**config.mk**
```make
export PLATFORM = sky130hd
export DESIGN_NAME = sscp_div
export DESIGN_NICKNAME = d
export VERILOG_FILES = /design/src/design/sscp_div.sv
export SDC_FILE = /design/constraint.sdc
export NUM_CORES = 1
export LEC_CHECK = 0
export ABC_AREA = 1
export BUFFER_PORTS_ARGS = -buffer_cell sky130_fd_sc_hd__buf_4
export CAP_MARGIN = 30
export CORE_ASPECT_RATIO = 0.7
export CORE_UTILIZATION = 55
export CTS_CLUSTER_DIAMETER = 120
export CTS_CLUSTER_SIZE = 16
export DETAILED_ROUTE_END_ITERATION = 6
export PLACE_DENSITY = 0.78
export REMOVE_ABC_BUFFERS = 1
export SLEW_MARGIN = 20
export SYNTH_ARGS = -nofsm -noshare
export SYNTH_HDL_FRONTEND = slang
export SYNTH_SLANG_ARGS = --single-unit
```
**constraint.sdc**
```tcl
create_clock -name clk_i -period 5.8 [get_ports clk_i]
set_input_delay 0.58 -clock clk_i [delete_from_list [all_inputs] [get_ports clk_i]]
set_output_delay 0.58 -clock clk_i [all_outputs]
set_load 0.02 [all_outputs]
```
**src/design/sscp_div.sv**
```systemverilog
// Restoring 64-bit divider, one quotient bit per cycle, rounding half away
// from zero. Depends on nothing.
module sscp_div (
  input  logic        clk_i,
  input  logic        rst_ni,
  input  logic        start_i,
  input  logic [63:0] num_i,
  input  logic [63:0] den_i,
  output logic        done_o,
  output logic [63:0] quot_o
);
  logic [63:0] q_q, d_q, r_q;
  logic [6:0]  cnt_q;
  logic        busy_q, done_q;
  logic [64:0] rs, diff;
  logic [64:0] twice;

  assign rs   = {r_q, q_q[63]};
  assign diff = rs - {1'b0, d_q};
  assign twice = {r_q, 1'b0};

  always_ff @(posedge clk_i or negedge rst_ni) begin
    if (!rst_ni) begin
      busy_q <= 1'b0;
      done_q <= 1'b0;
      cnt_q  <= '0;
    end else begin
      done_q <= 1'b0;
      if (start_i) begin
        busy_q <= 1'b1;
        cnt_q  <= '0;
      end else if (busy_q) begin
        cnt_q <= cnt_q + 7'd1;
        if (cnt_q == 7'd64) begin
          busy_q <= 1'b0;
          done_q <= 1'b1;
        end
      end
    end
  end

  always_ff @(posedge clk_i) begin
    if (start_i) begin
      q_q <= num_i;
      d_q <= den_i;
      r_q <= '0;
    end else if (busy_q) begin
      if (cnt_q == 7'd64) begin
        if (r_q != 64'd0 && twice >= {1'b0, d_q}) q_q <= q_q + 64'd1;
      end else if (!diff[64]) begin
        r_q <= diff[63:0];
        q_q <= {q_q[62:0], 1'b1};
      end else begin
        r_q <= rs[63:0];
        q_q <= {q_q[62:0], 1'b0};
      end
    end
  end

  assign done_o = done_q;
  assign quot_o = q_q;
endmodule

```
# [After elaboration in Yosys (flattened, before gate mapping)]
# Index checks and enable logic that the tools add are counted.
[classes] n_mux=14 reduce_logical=5 order_cmp=1 addsub=3 eq_ne=2 bitwise_logic=1
[op_table] cell="$mux 64" count=5
[op_table] cell="$ge 65x64->1" count=1
[op_table] cell="$sub 65x64->65" count=1
[op_table] cell="$add 64x1->64 const B" count=1
[op_table] cell="$reduce_bool 64->1" count=1
[op_table] cell="$mux 7" count=2
[op_table] cell="$add 7x1->7 const B" count=1
[op_table] cell="$eq 7x7->1 const B" count=1
[op_table] cell="$mux 1" count=7
[op_table] cell="$reduce_and 2->1" count=2
[op_table] cell="$ne 3x2->1 const B" count=1
[op_table] cell="$reduce_bool 2->1" count=1
[op_table] cell="$logic_and 1x1->1" count=1
[op_table] cell="$not 1->1" count=1
[word_totals] output_inout_bits=65 wordCells=32 reg_bits=201

# [Logic depth before layout (Yosys ltp)]
# Gate-level depths: netlist (run 1).
[depth] depth_word=6 ltp_mapped=21

# [Worst setup path before layout (run 1)]
# Ideal clock, no wire load.
[synth_timing] path_kind="reg2reg" from="register d_q[18]" to="register q_q[0] (netlist: quot_o[0]) (enable)" setup_slack_ns=0.615 required_ns=5.293 arrival_time_ns=4.677 path_buffers=0 stages_incl_launch_ff=13 period_less_slack_ns=5.185 path_cell_list="edfxtp_1 > inv_1 > ha_1 > nand2_1 > nor2_1 > inv_1 > nor2_1 > nand2_1 > nor2_1 > nand3b_1 > nand3_1 > nand2_1 > a21oi_1"
[synth_via] elab_chain_cells=4
[synth_lines] element="start, declared" line="12" source="logic [63:0] q_q, d_q, r_q;"
[synth_lines] element="start signal, assigned" line="45" source="d_q <= den_i;"
[synth_lines] element="$ge 65x64->1" line="49" source="if (r_q != 64'd0 && twice >= {1'b0, d_q}) q_q <= q_q + 64'd1;"
[synth_lines] element="$logic_and 1x1->1" line="49"
[synth_lines] element="$ne 3x2->1 (no source line)"
[synth_lines] element="$reduce_and 2->1 (no source line)"
[synth_lines] element="end signal, assigned" line="49"
[synth_lines] element="end signal, assigned" line="52" source="q_q <= {q_q[62:0], 1'b1};"
[synth_lines] element="end signal, assigned" line="55" source="q_q <= {q_q[62:0], 1'b0};"
[synth_lines] element="end, declared" line="12"
# Every way passes these cells.
# A chain may end at the register's enable or synchronous reset.

# [Final worst setup path (run 1)]
[layout_timing] from="register q_q[63] (netlist: quot_o[63])" to="register r_q[44]"
[layout_via] elab_chain_cells=2
[layout_lines] element="start signal, assigned" line="44" source="q_q <= num_i;"
[layout_lines] element="start signal, assigned" line="49"
[layout_lines] element="start signal, assigned" line="52"
[layout_lines] element="$sub 65x64->65" line="19" source="assign diff = rs - {1'b0, d_q};"
[layout_lines] element="$mux 64" line="50" source="end else if (!diff[64]) begin"
[layout_lines] element="end signal, assigned" line="51" source="r_q <= diff[63:0];"
[layout_lines] element="end signal, assigned" line="54" source="r_q <= rs[63:0];"
[layout_lines] element="end, declared" line="12"
# Every way passes these cells.

==> flow_metrics.env, run 1 <==
export IMPL_synth_compound_area_share=0.0657
export IMPL_r2r_start="quot_o[63]"
export IMPL_timing_final_crit_period_ps=4300
export IMPL_crit_buf_inv=2
export IMPL_wl_per_cell_um=20.2
export IMPL_design_die_area_sq_um=31900
export IMPL_synth_simple_gate_area_share=0.402
export IMPL_hp_class="in2reg"
export IMPL_floorplan_io_pins=196
export IMPL_fin_worst_hold_slack_ps=224
export IMPL_io_buffers=195
export IMPL_timing_worst_setup_path_type="reg2reg"
export IMPL_ff2ff_setup_slack_ps=1500
export IMPL_nNetsFinal=3162
export IMPL_antenna_violations_before_repair=0
export IMPL_crit_path_frequent_cell="nand2_1"
export IMPL_chain_of_cells_forming_the_critical_path="inv_1 > ha_1 > fa_1 > inv_1 > nand3_1 > nand2_2 > nand2_1 > nand2_1 > nand2_1 > nand2_2 > nand2_1 > nand2_2 > nand2_4 > nand3_4 > nand2_4 > nand2_1 > nand3_1 > nand2_1"
export IMPL_cts_clk_slew_worst_paths_ps=90
export IMPL_count_of_vias_placed_by_the_detailed_router=19400
export IMPL_power_per_cell_area_nw_per_um2=178
export IMPL_worst_setup_path_start_kind="flip-flop"
export IMPL_number_of_drc_markers_in_iteration_0=2884
export IMPL_worst_skew_pair_late_latency_ps=530
export IMPL_gp_congestion=1.16
export IMPL_synthesis_instances=2798
export IMPL_antenna_violating_nets_post_route=0
export IMPL_first_global_vias=17100
export IMPL_ir_drop_uv=265
export IMPL_multi_input_comb_area_sq_um=9480
export IMPL_crit_arrival_ps=4700
export IMPL_hold_depth=1
export IMPL_hold_path_endpoint="d_q[26]"
export IMPL_postCtsSetupRepairBufs=0
export IMPL_hold_path_startpoint="den_i[26]"
export IMPL_grt_start_max_net_pins=73
export IMPL_core_area_sq_um=30400
export IMPL_max_freq_ghz=0.233
export IMPL_cts_tree="yes"
export IMPL_final_setup_viol_count=0
export IMPL_clockRootBuffer="clkbuf_16"
export IMPL_drive_gt1_frac=0.0862
export IMPL_numCtsBuffers=16
export IMPL_synth_distinct_cells=43
export IMPL_tightestPinTransition_ps=994
export IMPL_worst_r2r_path_depth=18
export IMPL_synth_area_mux_share=0.00117
export IMPL_synthesis_area_sq_um=17200
export IMPL_placement_setup_worst_slack_ps=1750
export IMPL_cts_htree_levels=1
export IMPL_reg2reg_to="r_q[44]"
export IMPL_setup_tns_ps=0
export IMPL_dr_pass1_iters=7
export IMPL_leading_cell_types_in_the_layout_fill_and_taps_excluded="nand2_1, inv_1, nand3_1"
export IMPL_crit_path_end_kind="flip-flop"
export IMPL_slew_headroom=0.335
export IMPL_track_usage=0.421
export IMPL_cpPeakStageDelay_ps=940
export IMPL_area_growth_pct=13.2
export IMPL_yosysWarningCount=0
export IMPL_violations="DRC"
export IMPL_grt_setup_unrepaired="no"
export IMPL_nFillCells=2823
export IMPL_power_static_leakage_nw=10.3
export IMPL_synth_largest_area_cell="nand2_1"
export IMPL_yosys_area_share_xor_xnor=0.0322
export IMPL_syn_area_per_cell_sq_um=6.13
export IMPL_die_y_um=150
export IMPL_grt_first_pass_wirelength_mm=100
export IMPL_synth_top_family_by_area="simple AND/OR/NAND/NOR gates"
export IMPL_cts_hold_buffers_added=1
export IMPL_final_hold_violation_count=0
export IMPL_max_clock_skew_ps=27.6
export IMPL_post_route_drc_count=2
export IMPL_ranking_of_synthesized_cells_by_area="nand2_1, edfxtp_1, inv_1"
export IMPL_cp_top_family="simple AND/OR/NAND/NOR gates"
export IMPL_maxCapViolCount=0
export IMPL_aggregate_global_routing_overflow=0
export IMPL_critPathSlowestCell="nand2_4"
export IMPL_critPathLaunch="quot_o[63]"
export IMPL_timing_critical_path_required_ps=6200
export IMPL_row_count=53
export IMPL_cts_root_to_sink_buffers=3
export IMPL_clkSinkCount=201
export IMPL_detail_route_wirelength_mm=68.3
export IMPL_floorplan_initialDensity=0.565
export IMPL_synth_top_area_frac=0.225
export IMPL_synth_seq_cells=201
export IMPL_dp_final_hpwl_mm=54.6
export IMPL_viasPerCell=5.75
export IMPL_regArea_sq_um=5350
export IMPL_run_status="finished with violations"
export IMPL_sequential_element_share_of_the_synthesized_area=0.312
export IMPL_cts_repair_resize_count=0
export IMPL_die_w_um=213
export IMPL_diode_count=0
export IMPL_synthAdderAreaFrac=0.0500
export IMPL_mostFrequentLayoutCell="nand2_1"
export IMPL_slack_of_the_critical_path_ps=1500
export IMPL_crit_path_max_fanout=60
export IMPL_layout_worst_path_cycle_share=0.741
export IMPL_timing_final_max_slew_violations=0
area by class of cell:
class,count,area share
Clock buffer,24,0.0233
Clock inverter,1,0.000451
Inverter,550,0.106
Multi-Input combinational cell,1990,0.488
Sequential cell,201,0.275
Tap cell,412,0.0265
Timing Repair Buffer,204,0.0797
cells by family after synthesis:
family	Yosys count
simple gates	1642
buf+inv	607
compound gates	215
flops	201
fa+ha+maj	68
xor+xnor	63
mux	2
power by group:
group | internal, mW | leakage (nW) | switching [mW]
combinational | 0.239 | 8.12 | 0.397
sequential | 1.61 | 1.96 | 0.106
clock | 0.542 | 0.222 | 0.560
total | 2.40 | 10.3 | 1.06
metrics by stage:
step                 util  std cells  power, mW  cell area [sq um]
global route        0.639       3382       3.56              19400
CTS                 0.638       3379       3.43              19400
detailed placement  0.623       3353       2.36              18900
floorplan               -       2741       2.05              16900
finish              0.639       3382       3.46              19400
global placement    0.623       3353       2.34              18900
worst reg2reg max path, delay by kind of cell, from the launching register on:
family                     cells  cell delay (ps)
DFF                            1              530
buffers and inverters          2              210
adders and majority gates      2              430
and+or+nand+nor               14             3010
worst max path at each step:
stage / to / slack [ps] / cells after the start
after floorplan: quot_o[0] / 50 / 8
after global placement: r_q[35] / 1940 / 18
after detailed placement: r_q[44] / 1750 / 19
after CTS: r_q[44] / 1710 / 19
after global routing: r_q[41] / 1370 / 19
final: r_q[44] / 1500 / 18
cell usage after synthesis (all sizes together):
library cell,number
nor3b,3
ha,67
a211oi,1
a21o,1
o21bai,8
o21ai,110
nand3,241
xor2,23
and2,3
nand4,65
clkbuf,22
nor2,213
nor3,46
nand3b,15
mux2i,2
dfxtp,64
and3,3
inv,550
fa,1
buf,35
o21a,2
nand2,1039
a21oi,84
nor4,10
dfrtp,9
xnor2,40
edfxtp,128
or2,4
o31ai,2
o211ai,3
o22ai,4
layer usage:
layer / routed length, um / track usage / up-vias
met1: 30900 / 0.657 / 8857
met2: 24600 / 0.534 / 1407
li1: - / - / 9066
met3: 11700 / 0.163 / 108
met4: 1080 / 0.0633 / 2
met5: 90 / 0.0219 / -
state kept, by name, indices dropped and copies added (netlist names):
| name | count |
|---|---|
| cnt_q | 7 |
| r_q | 64 |
| quot_o | 64 |
| busy_q | 1 |
| done_o | 1 |
| d_q | 64 |
Note: power is estimated with default switching activity, not from simulation.
==> inputs of run 2 (changes only) <==
--- a/config.mk
+++ b/config.mk
@@ -13,7 +13,7 @@
 export CTS_CLUSTER_DIAMETER = 120
 export CTS_CLUSTER_SIZE = 16
 export DETAILED_ROUTE_END_ITERATION = 6
-export PLACE_DENSITY = 0.78
+export PLACE_DENSITY = 0.81
 export REMOVE_ABC_BUFFERS = 1
 export SLEW_MARGIN = 20
 export SYNTH_ARGS = -nofsm -noshare
==> constraint.sdc (replaced) <==
create_clock -name clk_i -period 3.51 [get_ports clk_i]
set_input_delay 0.351 -clock clk_i [delete_from_list [all_inputs] [get_ports clk_i]]
set_output_delay 0.351 -clock clk_i [all_outputs]
set_load 0.02 [all_outputs]
==> run 2 against run 1 <==
The run still ends with DRC left. Combinational power grew 67%. Register-to-register slack lost 1400 ps. First-iteration DRC count shrank 1.6%. Setup slack lost 1400 ps. Design area grew 1.6%. Global-route usage shrank 0.18 points. Wire length shrank 1.7%. Clock power grew 65%. Sequential power grew 65%. Largest cell class unchanged. Largest power group unchanged.
==> flow_metrics.env, run 2 (synthesized netlist as in run 1, its figures left out) <==
export IMPL_clockRootBuffer="clkbuf_16"
export IMPL_crit_path_end_kind="flip-flop"
export IMPL_cpPeakStageDelay_ps=490
export IMPL_placement_setup_worst_slack_ps=239
export IMPL_hp_class="in2reg"
export IMPL_detail_route_wirelength_mm=67.2
export IMPL_hold_depth=1
export IMPL_numCtsBuffers=16
export IMPL_floorplan_io_pins=196
export IMPL_cts_repair_resize_count=0
export IMPL_cts_htree_levels=1
export IMPL_slew_headroom=0.324
export IMPL_chain_of_cells_forming_the_critical_path="inv_1 > ha_1 > fa_1 > inv_1 > nand3_1 > nand2_2 > nand2_1 > nand2_1 > nand2_1 > nand2_2 > nand2_1 > nand2_2 > nand2_4 > nand2_4 > nand2_4 > nand2_4 > buf_4 > nand2_1 > nand3_1 > nand2_1"
export IMPL_mostFrequentLayoutCell="nand2_1"
export IMPL_aggregate_global_routing_overflow=0
export IMPL_max_clock_skew_ps=25.6
export IMPL_die_y_um=150
export IMPL_crit_path_frequent_cell="nand2_1"
export IMPL_run_status="finished with violations"
export IMPL_wl_per_cell_um=19.7
export IMPL_r2r_start="quot_o[63]"
export IMPL_timing_final_crit_period_ps=3440
export IMPL_cts_tree="yes"
export IMPL_design_die_area_sq_um=31900
export IMPL_crit_arrival_ps=3840
export IMPL_power_static_leakage_nw=10.5
export IMPL_grt_setup_unrepaired="no"
export IMPL_final_setup_viol_count=0
export IMPL_cts_root_to_sink_buffers=3
export IMPL_critPathSlowestCell="edfxtp_1"
export IMPL_slack_of_the_critical_path_ps=71.6
export IMPL_antenna_violations_before_repair=1
export IMPL_worst_skew_pair_late_latency_ps=520
export IMPL_maxCapViolCount=0
export IMPL_floorplan_initialDensity=0.565
export IMPL_nNetsFinal=3195
export IMPL_grt_first_pass_wirelength_mm=100
export IMPL_final_hold_violation_count=0
export IMPL_drive_gt1_frac=0.0931
export IMPL_timing_worst_setup_path_type="reg2reg"
export IMPL_total_power_mw=5.71
export IMPL_timing_critical_path_required_ps=3910
export IMPL_dp_final_hpwl_mm=54.4
export IMPL_worst_setup_path_start_kind="flip-flop"
export IMPL_power_per_cell_area_nw_per_um2=289
export IMPL_max_freq_ghz=0.291
export IMPL_first_global_vias=17100
export IMPL_area_growth_pct=15.1
export IMPL_timing_final_max_slew_violations=0
export IMPL_ir_drop_uv=381
export IMPL_core_area_sq_um=30400
export IMPL_number_of_drc_markers_in_iteration_0=2839
export IMPL_count_of_vias_placed_by_the_detailed_router=19400
export IMPL_worst_r2r_path_depth=20
export IMPL_clkSinkCount=201
export IMPL_viasPerCell=5.66
export IMPL_diode_count=0
export IMPL_hold_path_startpoint="den_i[54]"
export IMPL_gp_congestion=1.14
export IMPL_critPathLaunch="quot_o[63]"
export IMPL_io_buffers=195
export IMPL_die_w_um=213
export IMPL_tightestPinTransition_ps=1010
export IMPL_violations="DRC"
export IMPL_setup_tns_ps=0
export IMPL_leading_cell_types_in_the_layout_fill_and_taps_excluded="nand2_1, inv_1, nand3_1"
export IMPL_row_count=53
export IMPL_layout_worst_path_cycle_share=0.980
export IMPL_grt_start_max_net_pins=79
export IMPL_track_usage=0.419
export IMPL_dr_pass1_iters=7
export IMPL_cts_clk_slew_worst_paths_ps=80
export IMPL_post_route_drc_count=11
export IMPL_crit_path_max_fanout=31
export IMPL_antenna_violating_nets_post_route=0
==> run 2: metal layers <==
metal | GRT usage | vias up | share of wire
met5 | 0.0266 | - | 0.0018
met4 | 0.0608 | 4 | 0.017
met3 | 0.183 | 117 | 0.18
met2 | 0.539 | 1324 | 0.36
met1 | 0.637 | 8781 | 0.44
li1 | - | 9130 | -
==> run 2: cell type report <==
type / count / area [sq um]
Tap cell: 412 / 515
Fill cell: 2874 / 10600
Multi-Input combinational cell: 1990 / 9480
Sequential cell: 201 / 5350
Inverter: 550 / 2060
Clock inverter: 1 / 8.76
Clock buffer: 27 / 463
Timing Repair Buffer: 237 / 1860
==> run 2: worst paths after layout <==
kind	to	slack, ps
min in group asynchronous	done_o	190
max in group asynchronous	cnt_q[6]	3180
min reg2reg	r_q[42]	470
max	r_q[16]	70
max reg2reg	r_q[16]	70
min	d_q[54]	10
==> run 2: critical path: cells and delay by family (launching register included) <==
| family | cells | cell delay, ps |
|---|---|---|
| flops | 1 | 490 |
| buf+inv | 3 | 630 |
| fa+ha+maj | 2 | 660 |
| simple gates | 15 | 1540 |
==> run 2: metrics by stage <==
step	hold slack (ps)	util	cells	area, sq um
6_report	12.1	0.650	3418	19700
5_1_grt	0.547	0.650	3418	19700
4_1_cts	0.0699	0.650	3417	19700
3_5_place_dp	178	0.631	3379	19200
3_3_place_gp	175	0.631	3379	19200
2_1_floorplan	55.4	-	2741	16900
==> run 2: what timing repair did <==
action,in CTS,in global routing
hold buffers,10,0
setup buffers,0,0
endpoints found under the hold margin,18,0
==> run 2: power by group <==
| part | leakage (nW) | switching (mW) | internal (mW) | total [mW] |
|---|---|---|---|---|
| Clock | 0.225 | 0.901 | 0.908 | 1.81 |
| Combinational | 8.30 | 0.653 | 0.410 | 1.06 |
| Sequential | 1.96 | 0.168 | 2.67 | 2.83 |
| Total | 10.5 | 1.72 | 3.98 | 5.71 |
==> inputs of run 3 (changes only) <==
--- a/config.mk
+++ b/config.mk
@@ -8,12 +8,14 @@
 export ABC_AREA = 1
 export BUFFER_PORTS_ARGS = -buffer_cell sky130_fd_sc_hd__buf_4
 export CAP_MARGIN = 30
+export CELL_PAD_IN_SITES_DETAIL_PLACEMENT = 1
+export CELL_PAD_IN_SITES_GLOBAL_PLACEMENT = 1
 export CORE_ASPECT_RATIO = 0.7
-export CORE_UTILIZATION = 55
+export CORE_UTILIZATION = 38
 export CTS_CLUSTER_DIAMETER = 120
 export CTS_CLUSTER_SIZE = 16
 export DETAILED_ROUTE_END_ITERATION = 6
-export PLACE_DENSITY = 0.81
+export PLACE_DENSITY = 0.8
 export REMOVE_ABC_BUFFERS = 1
 export SLEW_MARGIN = 20
 export SYNTH_ARGS = -nofsm -noshare
==> run 3 against run 2 <==
Largest power group unchanged. The flow now finishes without violations. Count of clock-buffer cells in the layout down 1. Critical endpoint is now quot_o[0]. Design area up 3.4%. Sequential power about the same.
==> flow_metrics.env, run 3 (synthesized netlist as in run 1, its figures left out) <==
export IMPL_run_status="complete, no violations"
export IMPL_nNetsFinal=3239
export IMPL_nFillCells=6029
export IMPL_leading_cell_types_in_the_layout_fill_and_taps_excluded="nand2_1, inv_1, nand3_1"
export IMPL_cpPeakStageDelay_ps=490
export IMPL_critPathSlowestCell="edfxtp_1"
export IMPL_setup_tns_ps=0
export IMPL_timing_critical_path_required_ps=3780
export IMPL_crit_arrival_ps=3590
export IMPL_aggregate_global_routing_overflow=0
export IMPL_cts_htree_levels=1
export IMPL_mostFrequentLayoutCell="nand2_1"
export IMPL_power_per_cell_area_nw_per_um2=286
export IMPL_grt_start_max_net_pins=75
export IMPL_timing_final_max_slew_violations=0
export IMPL_number_of_drc_markers_in_iteration_0=1868
export IMPL_diode_count=0
export IMPL_crit_path_frequent_cell="nand2_1"
export IMPL_core_area_sq_um=44100
export IMPL_total_power_mw=5.83
export IMPL_final_setup_viol_count=0
export IMPL_viasPerCell=5.31
export IMPL_cts_root_to_sink_buffers=3
export IMPL_power_static_leakage_nw=10.7
export IMPL_io_buffers=195
export IMPL_track_usage=0.334
export IMPL_detail_route_wirelength_mm=77.6
export IMPL_worst_setup_path_start_kind="flip-flop"
export IMPL_max_clock_skew_ps=27.5
export IMPL_dp_final_hpwl_mm=63.4
export IMPL_fin_area_sq_um=20400
export IMPL_ir_drop_uv=397
export IMPL_final_hold_violation_count=0
export IMPL_layout_worst_path_cycle_share=0.946
export IMPL_gp_congestion=0.999
export IMPL_chain_of_cells_forming_the_critical_path="inv_1 > ha_1 > fa_1 > inv_1 > nand3_1 > nand2_2 > nand2_1 > nand2_1 > nand2_1 > nand2_2 > nand2_1 > nand2_2 > nand2_4 > nand2_4 > nand2_1 > nand2_1 > o21bai_1"
export IMPL_slack_of_the_critical_path_ps=191
export IMPL_grt_first_pass_wirelength_mm=118
export IMPL_crit_path_end_kind="flip-flop"
export IMPL_tightestPinTransition_ps=961
export IMPL_max_freq_ghz=0.301
export IMPL_row_count=64
export IMPL_dr_pass1_iters=5
export IMPL_post_route_drc_count=0
export IMPL_slew_headroom=0.355
export IMPL_floorplan_io_pins=196
export IMPL_cp_top_family="simple AND/OR/NAND/NOR gates"
export IMPL_floorplan_initialDensity=0.389
export IMPL_grt_setup_unrepaired="no"
export IMPL_count_of_vias_placed_by_the_detailed_router=19400
export IMPL_first_global_vias=19400
export IMPL_numCtsBuffers=16
export IMPL_die_y_um=180
export IMPL_dpl_cell_area_sq_um=19400
export IMPL_hp_class="in2reg"
export IMPL_cts_tree="yes"
export IMPL_clockRootBuffer="clkbuf_16"
export IMPL_maxCapViolCount=0
export IMPL_wl_per_cell_um=21.3
export IMPL_antenna_violating_nets_post_route=0
export IMPL_placement_setup_worst_slack_ps=234
export IMPL_drive_gt1_frac=0.0922
export IMPL_clkSinkCount=201
export IMPL_timing_final_crit_period_ps=3320
export IMPL_timing_worst_setup_path_type="reg2reg"
export IMPL_worst_skew_pair_late_latency_ps=530
export IMPL_die_w_um=256
export IMPL_area_growth_pct=19.0
export IMPL_fin_worst_hold_slack_ps=16.9
export IMPL_antenna_violations_before_repair=0
export IMPL_crit_buf_inv=2
export IMPL_design_die_area_sq_um=46000
export IMPL_cts_clk_slew_worst_paths_ps=90
export IMPL_crit_path_max_fanout=6
run 3: cell count changes in the layout (fill, tap and decap cells not counted), sizes merged:
cell	change
buf	+1
clkbuf	-1
clkinv	-1
dlygate4sd3	+43
inv	+1
run 3: worst paths after layout:
| check | from | to | slack [ps] | cells after the start |
|---|---|---|---|---|
| min | den_i[56] | d_q[56] | 20 | 1 |
| min in group asynchronous | rst_ni | done_o | 210 | 2 |
| max reg2reg | quot_o[63] | quot_o[0] | 190 | 17 |
| max in group asynchronous | rst_ni | cnt_q[3] | 3150 | 2 |
| min reg2reg | r_q[4] | r_q[4] | 480 | 2 |
| max | quot_o[63] | quot_o[0] | 190 | 17 |
run 3: worst reg2reg max path: stages, from the launching register on:
cell and delay [ps]:
edfxtp_1 490, inv_1 110, ha_1 250, fa_1 430, inv_1 100, nand3_1 80, nand2_2 120, nand2_1 60
nand2_1 130, nand2_1 90, nand2_2 160, nand2_1 90, nand2_2 120, nand2_4 90, nand2_4 80, nand2_1 230
nand2_1 330, o21bai_1 110
run 3: final cells by class:
class / instances / area, sq um / area share
tap: 594 / 743 / 0.0364
timing repair buffer: 281 / 2310 / 0.113
multi-input combinational: 1990 / 9480 / 0.464
sequential: 201 / 5350 / 0.262
clock buffer: 26 / 459 / 0.0225
clock inverter: 1 / 8.76 / 0.000429
inverter: 550 / 2060 / 0.101
run 3: layer usage:
metal  GRT usage  wire (um)  vias up
li1            -          -     9210
met1       0.523      38400     9387
met2       0.473      30600      700
met3      0.0711       7670       61
met4      0.0405        905        0
met5           0          0        -
run 3: what timing repair did:
item,in CTS,in global routing
hold buffers,53,0
setup buffers,0,0
gates resized for setup,0,0
hold endpoints to repair,61,0
run 3: through the flow:
step	util	cells
floorplan	-	2741
global placement	0.440	3563
detailed placement	0.440	3563
CTS	0.463	3643
global route	0.463	3643
finish	0.463	3643
run 3: power breakdown:
part	switching, mW	total (mW)	internal (mW)
Clock	0.966	1.87	0.906
Sequential	0.173	2.84	2.67
Combinational	0.676	1.12	0.441
